$ cat src/rtl/sdtq_pkg.sv
// Package for the sorted deadline timer queue: sizes, codes, payload and cell types.
// No dependencies; imported by every module of the block.
`timescale 1ns / 1ps
`default_nettype none

package sdtq_pkg;

    localparam int QUEUE_DEPTH = 16;
    localparam int TOKEN_BITS  = 16;
    localparam int TIME_W      = 48;
    localparam int FTOK_W      = 16;

    localparam logic [1:0] MODE_ABS   = 2'd0;
    localparam logic [1:0] MODE_OFS   = 2'd1;
    localparam logic [1:0] MODE_CHECK = 2'd2;

    localparam logic KIND_FIRED  = 1'b0;
    localparam logic KIND_STATUS = 1'b1;

    typedef struct packed {
        logic [1:0]        mode;
        logic [TIME_W-1:0] time_value;
        logic [FTOK_W-1:0] event_token;
        logic [TIME_W-1:0] now_time;
    } in_item_t;

    typedef struct packed {
        logic              kind;
        logic [FTOK_W-1:0] fired_token;
        logic              last;
        logic              rearm_valid;
        logic [TIME_W-1:0] rearm_delay;
        logic              dropped;
    } out_item_t;

    typedef struct packed {
        logic                  valid;
        logic [TIME_W-1:0]     deadline;
        logic [TOKEN_BITS-1:0] token;
    } entry_t;

    typedef struct packed {
        logic                  insert;
        logic                  pop;
        logic [TIME_W-1:0]     when;
        logic [TOKEN_BITS-1:0] token;
    } cell_cmd_t;

    function automatic logic [TOKEN_BITS-1:0] tok_in(input logic [FTOK_W-1:0] t);
        logic [TOKEN_BITS+FTOK_W-1:0] w;
        w = {{TOKEN_BITS{1'b0}}, t};
        return w[TOKEN_BITS-1:0];
    endfunction

    function automatic logic [FTOK_W-1:0] tok_out(input logic [TOKEN_BITS-1:0] t);
        logic [TOKEN_BITS+FTOK_W-1:0] w;
        w = {{FTOK_W{1'b0}}, t};
        return w[FTOK_W-1:0];
    endfunction

endpackage

`default_nettype wire

$ cat src/rtl/sorted_deadline_timer_queue_unit.sv
// Sorted deadline timer queue: accept, time prep, insert, then one fired beat per expired
// alarm and a closing status beat for each item.
// Issue rate: the chain pops one alarm per cycle to the output register when it is free.
// Reset (rst_n low, asynchronous) empties the chain and clears the origin to zero.
// A new item is taken while the previous status beat still waits at the output.
// Depends on sdtq_pkg and sdtq_chain.
`timescale 1ns / 1ps
`default_nettype none

module sorted_deadline_timer_queue_unit (
    input  wire logic                         clk,
    input  wire logic                         rst_n,
    input  wire logic                         in_valid,
    output logic                              in_ready,
    input  wire sdtq_pkg::in_item_t           in_item,
    output logic                              out_valid,
    input  wire logic                         out_ready,
    output sdtq_pkg::out_item_t               out_item,
    input  wire logic                         cfg_valid,
    output logic                              cfg_ready,
    input  wire logic [sdtq_pkg::TIME_W-1:0]  cfg_data
);
    import sdtq_pkg::*;

    typedef enum logic [3:0] {
        ST_IDLE   = 4'b0001,
        ST_PREP   = 4'b0010,
        ST_INSERT = 4'b0100,
        ST_FIRE   = 4'b1000
    } state_t;

    state_t                state_reg, state_next;
    logic [TIME_W-1:0]     origin_reg;
    logic [1:0]            mode_reg;
    logic [TIME_W-1:0]     tval_reg;
    logic [TOKEN_BITS-1:0] tok_reg;
    logic [TIME_W-1:0]     now_reg;
    logic [TIME_W-1:0]     when_reg, when_next;
    logic                  new_head_reg, new_head_next;
    logic                  dropped_reg, dropped_next;
    logic                  fired_any_reg, fired_any_next;
    logic                  out_valid_reg, out_valid_next;
    out_item_t             out_reg, out_next;

    cell_cmd_t             cmd;
    entry_t                head;
    logic                  head_le;
    logic                  full;
    logic                  is_post;
    logic                  out_free;
    logic                  expire;
    logic                  rearm;
    logic [TIME_W:0]       ofs_sum;
    logic [TIME_W-1:0]     now_rel;

    assign in_ready  = (state_reg == ST_IDLE);
    assign cfg_ready = 1'b1;
    assign out_valid = out_valid_reg;
    assign out_item  = out_reg;

    assign is_post  = (mode_reg == MODE_ABS) || (mode_reg == MODE_OFS);
    assign out_free = !out_valid_reg || out_ready;
    assign expire   = head.valid && (head.deadline <= now_reg);
    assign rearm    = head.valid && (fired_any_reg || new_head_reg);
    assign ofs_sum  = {1'b0, now_reg} + {1'b0, tval_reg};
    assign now_rel  = (in_item.now_time >= origin_reg) ? in_item.now_time - origin_reg : '0;

    assign cmd = '{insert: (state_reg == ST_INSERT) && is_post && !full,
                   pop:    (state_reg == ST_FIRE) && out_free && expire,
                   when:   when_reg,
                   token:  tok_reg};

    sdtq_chain u_chain (
        .clk     (clk),
        .rst_n   (rst_n),
        .cmd     (cmd),
        .head    (head),
        .head_le (head_le),
        .full    (full)
    );

    always_comb
    begin
        state_next     = state_reg;
        when_next      = when_reg;
        new_head_next  = new_head_reg;
        dropped_next   = dropped_reg;
        fired_any_next = fired_any_reg;
        out_valid_next = out_valid_reg && !out_ready;
        out_next       = out_reg;
        unique case (state_reg)
            ST_IDLE:
            begin
                if (in_valid)
                    state_next = ST_PREP;
            end
            ST_PREP:
            begin
                if (mode_reg == MODE_ABS)
                    when_next = (tval_reg >= origin_reg) ? tval_reg - origin_reg : '0;
                else
                    when_next = ofs_sum[TIME_W] ? {TIME_W{1'b1}} : ofs_sum[TIME_W-1:0];
                state_next = ST_INSERT;
            end
            ST_INSERT:
            begin
                new_head_next  = cmd.insert && !head_le;
                dropped_next   = is_post && full;
                fired_any_next = 1'b0;
                state_next     = ST_FIRE;
            end
            ST_FIRE:
            begin
                if (out_free)
                begin
                    out_valid_next = 1'b1;
                    if (expire)
                    begin
                        fired_any_next = 1'b1;
                        out_next = '{kind: KIND_FIRED, fired_token: tok_out(head.token),
                                     last: 1'b0, rearm_valid: 1'b0, rearm_delay: '0,
                                     dropped: 1'b0};
                    end
                    else
                    begin
                        out_next = '{kind: KIND_STATUS, fired_token: '0, last: 1'b1,
                                     rearm_valid: rearm,
                                     rearm_delay: rearm ? head.deadline - now_reg : '0,
                                     dropped: dropped_reg};
                        state_next = ST_IDLE;
                    end
                end
            end
            default:
            begin
                state_next = ST_IDLE;
            end
        endcase
    end

    always_ff @(posedge clk or negedge rst_n)
    begin
        if (!rst_n)
        begin
            state_reg     <= ST_IDLE;
            out_valid_reg <= 1'b0;
            origin_reg    <= '0;
        end
        else
        begin
            state_reg     <= state_next;
            out_valid_reg <= out_valid_next;
            if (cfg_valid)
                origin_reg <= cfg_data;
        end
    end

    always_ff @(posedge clk)
    begin
        if (in_valid && in_ready)
        begin
            mode_reg <= in_item.mode;
            tval_reg <= in_item.time_value;
            tok_reg  <= tok_in(in_item.event_token);
            now_reg  <= now_rel;
        end
        when_reg      <= when_next;
        new_head_reg  <= new_head_next;
        dropped_reg   <= dropped_next;
        fired_any_reg <= fired_any_next;
        out_reg       <= out_next;
    end

`ifndef ASSERT_OFF
    a_pop_expired: assert property (@(posedge clk) disable iff (!rst_n)
        cmd.pop |-> head.valid && (head.deadline <= now_reg))
        else $error("pop of an alarm that has not expired");

    a_insert_room: assert property (@(posedge clk) disable iff (!rst_n)
        cmd.insert |-> !full)
        else $error("insert into a full chain");

    a_accept_prep: assert property (@(posedge clk) disable iff (!rst_n)
        (in_valid && in_ready) |=> (state_reg == ST_PREP))
        else $error("accepted item did not enter prep");

    a_fired_clean: assert property (@(posedge clk) disable iff (!rst_n)
        (out_valid && (out_item.kind == KIND_FIRED)) |->
        (!out_item.last && !out_item.rearm_valid && !out_item.dropped))
        else $error("fired beat carries status fields");
`endif

endmodule

`default_nettype wire

$ cat src/rtl/sdtq_cell.sv
// One slot of the sorted alarm chain: holds an entry, inserts in order, shifts on pop.
// Depends on sdtq_pkg.
`timescale 1ns / 1ps
`default_nettype none

module sdtq_cell (
    input  wire logic               clk,
    input  wire logic               rst_n,
    input  wire sdtq_pkg::cell_cmd_t cmd,
    input  wire sdtq_pkg::entry_t   left,
    input  wire logic               left_le,
    input  wire sdtq_pkg::entry_t   right,
    output sdtq_pkg::entry_t        ent,
    output logic                    le
);
    import sdtq_pkg::*;

    logic                  valid_reg;
    logic [TIME_W-1:0]     deadline_reg;
    logic [TOKEN_BITS-1:0] token_reg;
    entry_t                ent_next;

    assign ent = '{valid: valid_reg, deadline: deadline_reg, token: token_reg};
    assign le  = valid_reg && (deadline_reg <= cmd.when);

    always_comb
    begin
        ent_next = ent;
        priority if (cmd.insert)
        begin
            if (!left_le)
                ent_next = left;
            else if (!le)
                ent_next = '{valid: 1'b1, deadline: cmd.when, token: cmd.token};
        end
        else if (cmd.pop)
        begin
            ent_next = right;
        end
    end

    always_ff @(posedge clk or negedge rst_n)
    begin
        if (!rst_n)
            valid_reg <= 1'b0;
        else
            valid_reg <= ent_next.valid;
    end

    always_ff @(posedge clk)
    begin
        deadline_reg <= ent_next.deadline;
        token_reg    <= ent_next.token;
    end

endmodule

`default_nettype wire

$ cat src/rtl/sdtq_chain.sv
// Row of QUEUE_DEPTH cells kept sorted by deadline, earliest at the head.
// Depends on sdtq_pkg and sdtq_cell.
`timescale 1ns / 1ps
`default_nettype none

module sdtq_chain (
    input  wire logic               clk,
    input  wire logic               rst_n,
    input  wire sdtq_pkg::cell_cmd_t cmd,
    output sdtq_pkg::entry_t        head,
    output logic                    head_le,
    output logic                    full
);
    import sdtq_pkg::*;

    entry_t ents [QUEUE_DEPTH];
    logic   les  [QUEUE_DEPTH];

    for (genvar i = 0; i < QUEUE_DEPTH; i++)
    begin : g_cell
        entry_t left_e;
        entry_t right_e;
        logic   left_le_w;

        if (i == 0)
        begin : g_first
            assign left_e    = '0;
            assign left_le_w = 1'b1;
        end
        else
        begin : g_mid
            assign left_e    = ents[i-1];
            assign left_le_w = les[i-1];
        end

        if (i == QUEUE_DEPTH - 1)
        begin : g_last
            assign right_e = '0;
        end
        else
        begin : g_inner
            assign right_e = ents[i+1];
        end

        sdtq_cell u_cell (
            .clk     (clk),
            .rst_n   (rst_n),
            .cmd     (cmd),
            .left    (left_e),
            .left_le (left_le_w),
            .right   (right_e),
            .ent     (ents[i]),
            .le      (les[i])
        );
    end

    assign head    = ents[0];
    assign head_le = les[0];
    assign full    = ents[QUEUE_DEPTH-1].valid;

endmodule

`default_nettype wire

$ cat config.mk
export PLATFORM = sky130hd
export DESIGN_NAME = sorted_deadline_timer_queue_unit
export DESIGN_NICKNAME = d
export VERILOG_FILES = /design/src/rtl/sdtq_pkg.sv /design/src/rtl/sorted_deadline_timer_queue_unit.sv /design/src/rtl/sdtq_cell.sv /design/src/rtl/sdtq_chain.sv
export SDC_FILE = /design/constraint.sdc
export NUM_CORES = 2
export LEC_CHECK = 0
export ABC_AREA = 1
export ABC_CLOCK_PERIOD_IN_PS = 11200
export BUFFER_PORTS_ARGS = -buffer_cell sky130_fd_sc_hd__buf_2
export CORE_MARGIN = 1.5
export CORE_UTILIZATION = 30
export CTS_CLUSTER_SIZE = 8
export DETAILED_ROUTE_END_ITERATION = 8
export GPL_TIMING_DRIVEN = 1
export PLACE_DENSITY = 0.46
export SLEW_MARGIN = 15
export SYNTH_ARGS = -nofsm -noshare
export SYNTH_HDL_FRONTEND = slang
export SYNTH_SLANG_ARGS = --single-unit
$ cat constraint.sdc
create_clock -name clk -period 11.2 [get_ports clk]
set_clock_uncertainty 0.1 [all_clocks]
set_input_delay 1.68 -clock clk [delete_from_list [all_inputs] [get_ports clk]]
set_output_delay 1.68 -clock clk [all_outputs]
set_load 0.01 [all_outputs]
# == Yosys cells after proc, flatten, opt, wreduce, memory -nomap -nowiden ==
# Index checks and enable logic that the tools add are counted.
# classes
eq_ne,25
bitwise,1
n_reduce_logical,56
muxes,77
order_cmp,19
addsub,4
# ops
op,count
65-bit 2-to-1 mux,63
48-bit less-or-equal comparator,17
48-bit 2-to-1 mux,4
48-bit subtractor,3
48-bit greater-or-equal comparator,2
68-bit 2-to-1 mux,1
48-bit by 48-bit adder with 49-bit output,1
"3-bit inequality test, second input constant",15
2-bit AND reduction,17
1-bit logical AND,26
4-bit one-hot mux with 4 select lines,1
4-bit 2-to-1 mux,3
"2-bit inequality test, second input constant",5
3-bit AND reduction,2
"4-bit by 1-bit == test with 1-bit output, second input constant",1
"4-bit by 2-bit == test with 1-bit output, second input constant",1
"4-bit by 3-bit == test with 1-bit output, second input constant",1
"4-bit == test, second input constant",1
1-bit zero test,4
1-bit 2-to-1 mux,4
2-bit nonzero test,2
1-bit logical OR,3
"2-bit by 1-bit == test with 1-bit output, second input constant",1
2-bit zero test,1
3 further kinds,3
# word_totals
wordCells,247
register_bits,1326

# == Longest topological paths before layout ==
# logic_depth
ltp_word,6
depth_mapped,21

# == By module ==
# Synthesis repeated with hierarchy kept, for this count alone.
# hier_totals
hier_cells,12544
area_unflattened_um2,96939.2
# modules_own_cells
mod,area_per_inst_um2,cells_per_inst,instances,seq_area_each_um2
sdtq_cell,4404.2,528,16,1946.9
sorted_deadline_timer_queue_unit,26464.1,4094,1,8294.2
sdtq_chain,7.5,2,1,0.0

# == Least setup slack after synthesis ==
# OpenSTA, ideal clock, no wires.
# synth_timing
path_kind,input to register
start,in out_ready
end,reg u_chain.g_cell[0].u_cell.deadline_reg[0] (enable)
cell_stages,7
arrival_time_ns,8.496
t_required_ns,10.614
path_slack_ns,2.118
path_cell_list,nor2_1 -> nor2_1 -> nand3_1 -> nand2_1 -> buf_4 -> inv_1 -> nor2_1
# synth_between
elab_chain_len,5
# synth_lines
element,line,source
"start, declared",sorted_deadline_timer_queue_unit.sv:17,"input wire logic out_ready,"
1-bit logical OR,sorted_deadline_timer_queue_unit.sv:62,assign out_free = !out_valid_reg || out_ready;
1-bit logical AND (2 in series),sorted_deadline_timer_queue_unit.sv:69,"pop: (state_reg == ST_FIRE) && out_free && expire,"
2-bit nonzero test (no line),n/a,
2-bit AND reduction (no line),n/a,
"end signal, assigned",sdtq_cell.sv:52,deadline_reg <= ent_next.deadline;
"end, declared",sdtq_cell.sv:19,logic [TIME_W-1:0] deadline_reg;
# Every way passes these cells.
# A chain may end at the register's enable or synchronous reset.

# == Final worst setup path ==
# layout_timing
start,reg u_chain.g_cell[0].u_cell.deadline_reg[29]
end,reg u_chain.g_cell[9].u_cell.deadline_reg[22] (enable)
# layout_between
elab_chain_len,5
# layout_lines
element,line,source
48-bit less-or-equal comparator,sorted_deadline_timer_queue_unit.sv:63,assign expire = head.valid && (head.deadline <= now_reg);
1-bit logical AND,sorted_deadline_timer_queue_unit.sv:63,
1-bit logical AND,sorted_deadline_timer_queue_unit.sv:69,
2-bit nonzero test (no line),n/a,
2-bit AND reduction (no line),n/a,
"end signal, assigned",sdtq_cell.sv:52,
"end, declared",sdtq_cell.sv:19,
# Every way passes these cells.

==> results.cfg <==
[status]
status = complete, no violations

[routing]
wl_met1_mm = 180.8
vias = 86030
drtPass1Iterations = 6
vias_per_cell = 5.152
top_layer = met5
route.met2.wl_mm = 180.5
drt-initial-drc-count = 8036
wl_met3_mm = 25.56
drcViolationCount = 0
final_antenna_net_count = 0
postRouteWirelength_mm = 407.8
avgRoutedWirePerCell_um = 24.42

[floorplan]
num_io_pins = 238
row_count = 205
start_util_pct = 30.24
die_h_um = 564.4
core_area_um2 = 312700
fp.dieW_um = 564.4
dieArea_um2 = 318500

[clock_network]
hold_buffers = 0
root_buffer = clkbuf_16
ctsResizeCount = 0
cts_tree = built
clkLatencyLatePin_ns = 0.86
htreeDepth = 4
cts_setup_buffers = 0
path_clk_slew_ns = 0.06
clock-sinks = 1325
cts_buffer_depth = 4
cts_buffers = 197

[power_and_ir_drop]
finalPower_uw = 18400
p_leak_uw = 0.04613
powerDensity_nw_per_um2 = 174.2
peakVddDrop_v = 0.0001598

[critical_path]
crit_type = reg -> reg
critPathCaptureType = flop
crit_fanout = 64
max_stage_delay_ns = 0.85
cp_data_required_time_ns = 11.53
crit_chain = ha_1, a21oi_1, o21ai_0, a21oi_1, nand2_1, nand2_1, nand3_1, nand2_1, nand3_1, nand2_4, buf_4, nand2_1, clkinv_2, buf_4
start_kind = flop
arrival_ns = 6.06
cpMostUsedCell = nand2_1
critPathSlowestCell = buf_4

[placement]
postPlaceCellArea_um2 = 100000
dp_hpwl_mm = 306.4
gp_congestion = 1.039
place.port_buffers = 236

[synth]
synth-seq-area-share_pct = 41.72
syn_avg_cell_area_um2 = 7.632
synth_nets = 13470
ys.flop_type = edfxtp_1
synth.distinct_cells = 51
synth_top_area_cell = edfxtp_1
synth_seq_cells = 1325
yosys-top-cells-area = edfxtp_1 (40%), nand2_1 (18%), ha_1 (12%), o21ai_0 (6.1%), a21oi_1 (4.2%)
synth-edff-count = 1256
synth_top_area_share_pct = 39.89
netlist_area_um2 = 94550
async_flop_share_pct = 5.208
ys.warnings.count = 0
synth_cells = 12390

[layout]
layout-drive-gt1-share_pct = 5.546
fin_area_um2 = 105600
fin_nets = 13520
area_growth_syn_to_layout_pct = 11.69
largest_register_ffs = 768
final_common_cell = nand2_1
mostFrequentLayoutCells = nand2_1 (4417), edfxtp_1 (1256), o21ai_0 (1136), inv_1 (1017), ha_1 (912)

[sta]
setup_viol = 0
fin_crit_ns = 5.721
worst_pin_slew_ns = 1.159
setup_tns_ns = 0
max_freq_mhz = 174.8
drv_slew = 0
hold-worst-slack_ns = 0.4032
rsz0062_at_grt = no
finalHoldViolations = 0
period_share_pct = 51.08
max_slew_margin_pct = 22.21

[global_route]
grt_pass1_wl_mm = 583.9
antenna_found_initial = 32
grt_max_degree = 199
first_global_vias = 81790
track_usage_pct = 24.99
overflow = 0

[hold_path]
hp-class = reg -> reg

[run]
maxCapViolations = 0
==> layer usage <==
layer,global-route usage (%),up-vias
met2,39.17,2919
li1,-,41510
met3,3.757,656
met1,33.74,40930
met4,11.73,12
met5,0,-
==> power breakdown <==
group          total (µW)  leakage (µW)  internal (µW)  switching (µW)
combinational        6450        0.0313           1680            4760
clock                5650       0.00265           3300            2350
sequential           6300        0.0122           5920             389
==> worst paths after layout <==
path / startpoint / endpoint / slack, ns / depth (start not counted)
max: u_chain.g_cell[0].u_cell.deadline_reg[29] / u_chain.g_cell[9].u_cell.deadline_reg[22] / 5.48 / 14
min: u_chain.g_cell[15].u_cell.deadline_reg[9] / u_chain.g_cell[14].u_cell.deadline_reg[9] / 0.40 / 2
max reg2reg: u_chain.g_cell[0].u_cell.deadline_reg[29] / u_chain.g_cell[9].u_cell.deadline_reg[22] / 5.48 / 14
min reg2reg: u_chain.g_cell[15].u_cell.deadline_reg[9] / u_chain.g_cell[14].u_cell.deadline_reg[9] / 0.40 / 2
max in group asynchronous: rst_n / u_chain.g_cell[11].u_cell.valid_reg / 9.14 / 2
min in group asynchronous: rst_n / origin_reg[26] / 0.71 / 1
==> final cells by class <==
type | count | area [µm²]
sequential | 1325 | 39460
timing repair buffer | 398 | 2456
clock inverter | 10 | 126.4
inverter | 1039 | 3920
clock buffer | 284 | 5360
fill | 33410 | 207100
tap | 4140 | 5180
multi-input combinational | 9476 | 49040
antenna | 25 | 62.56
==> critical path, delay by kind of cell, from the launching register on <==
| family | cells | cell delay (ns) |
|---|---|---|
| simple gates | 7 | 1.67 |
| compound gates | 3 | 0.78 |
| buf+inv | 3 | 1.65 |
| flops | 1 | 0.54 |
| fa+ha+maj | 1 | 0.43 |
==> stage by stage <==
step	std cells	util [%]	worst slack, ns
6_report	16700	33.77	5.479
5_1_grt	16690	33.76	5.132
4_1_cts	16670	33.75	5.368
3_5_place_dp	16380	31.99	5.392
3_3_place_gp	16380	31.99	5.460
2_1_floorplan	12390	-	2.118
==> cell families after synthesis <==
family | synth area share, %
AOI/OAI and AO/OA | 12.05
and+or+nand+nor | 26.44
DFF | 41.72
xor gates and xnor gates | 1.000
other | 0.003966
buffers and inverters | 6.617
muxes | 0.01191
adders and majority gates | 12.15
==> synthesized netlist by cell type (8+ instances only) <==
cell      count
xnor2_1      44
o21ai_1      61
nor3_1       82
o21a_1       51
nor2_1      853
buf_4        26
a21o_1       33
buf_1        28
a21oi_1     799
nand3_1     728
o21ai_0    1143
nand4_1      94
o21bai_1     45
or2_2        17
nand2_1    4431
xor2_1       64
edfxtp_1   1256
ha_1        912
inv_1      1033
o211ai_1     11
buf_2       160
nand3b_1      8
nor4_1       17
a21boi_0     10
a31oi_1      19
dfrtp_1      68
nor3b_1       8
clkbuf_1    333
(Power assumes the default switching activity.)
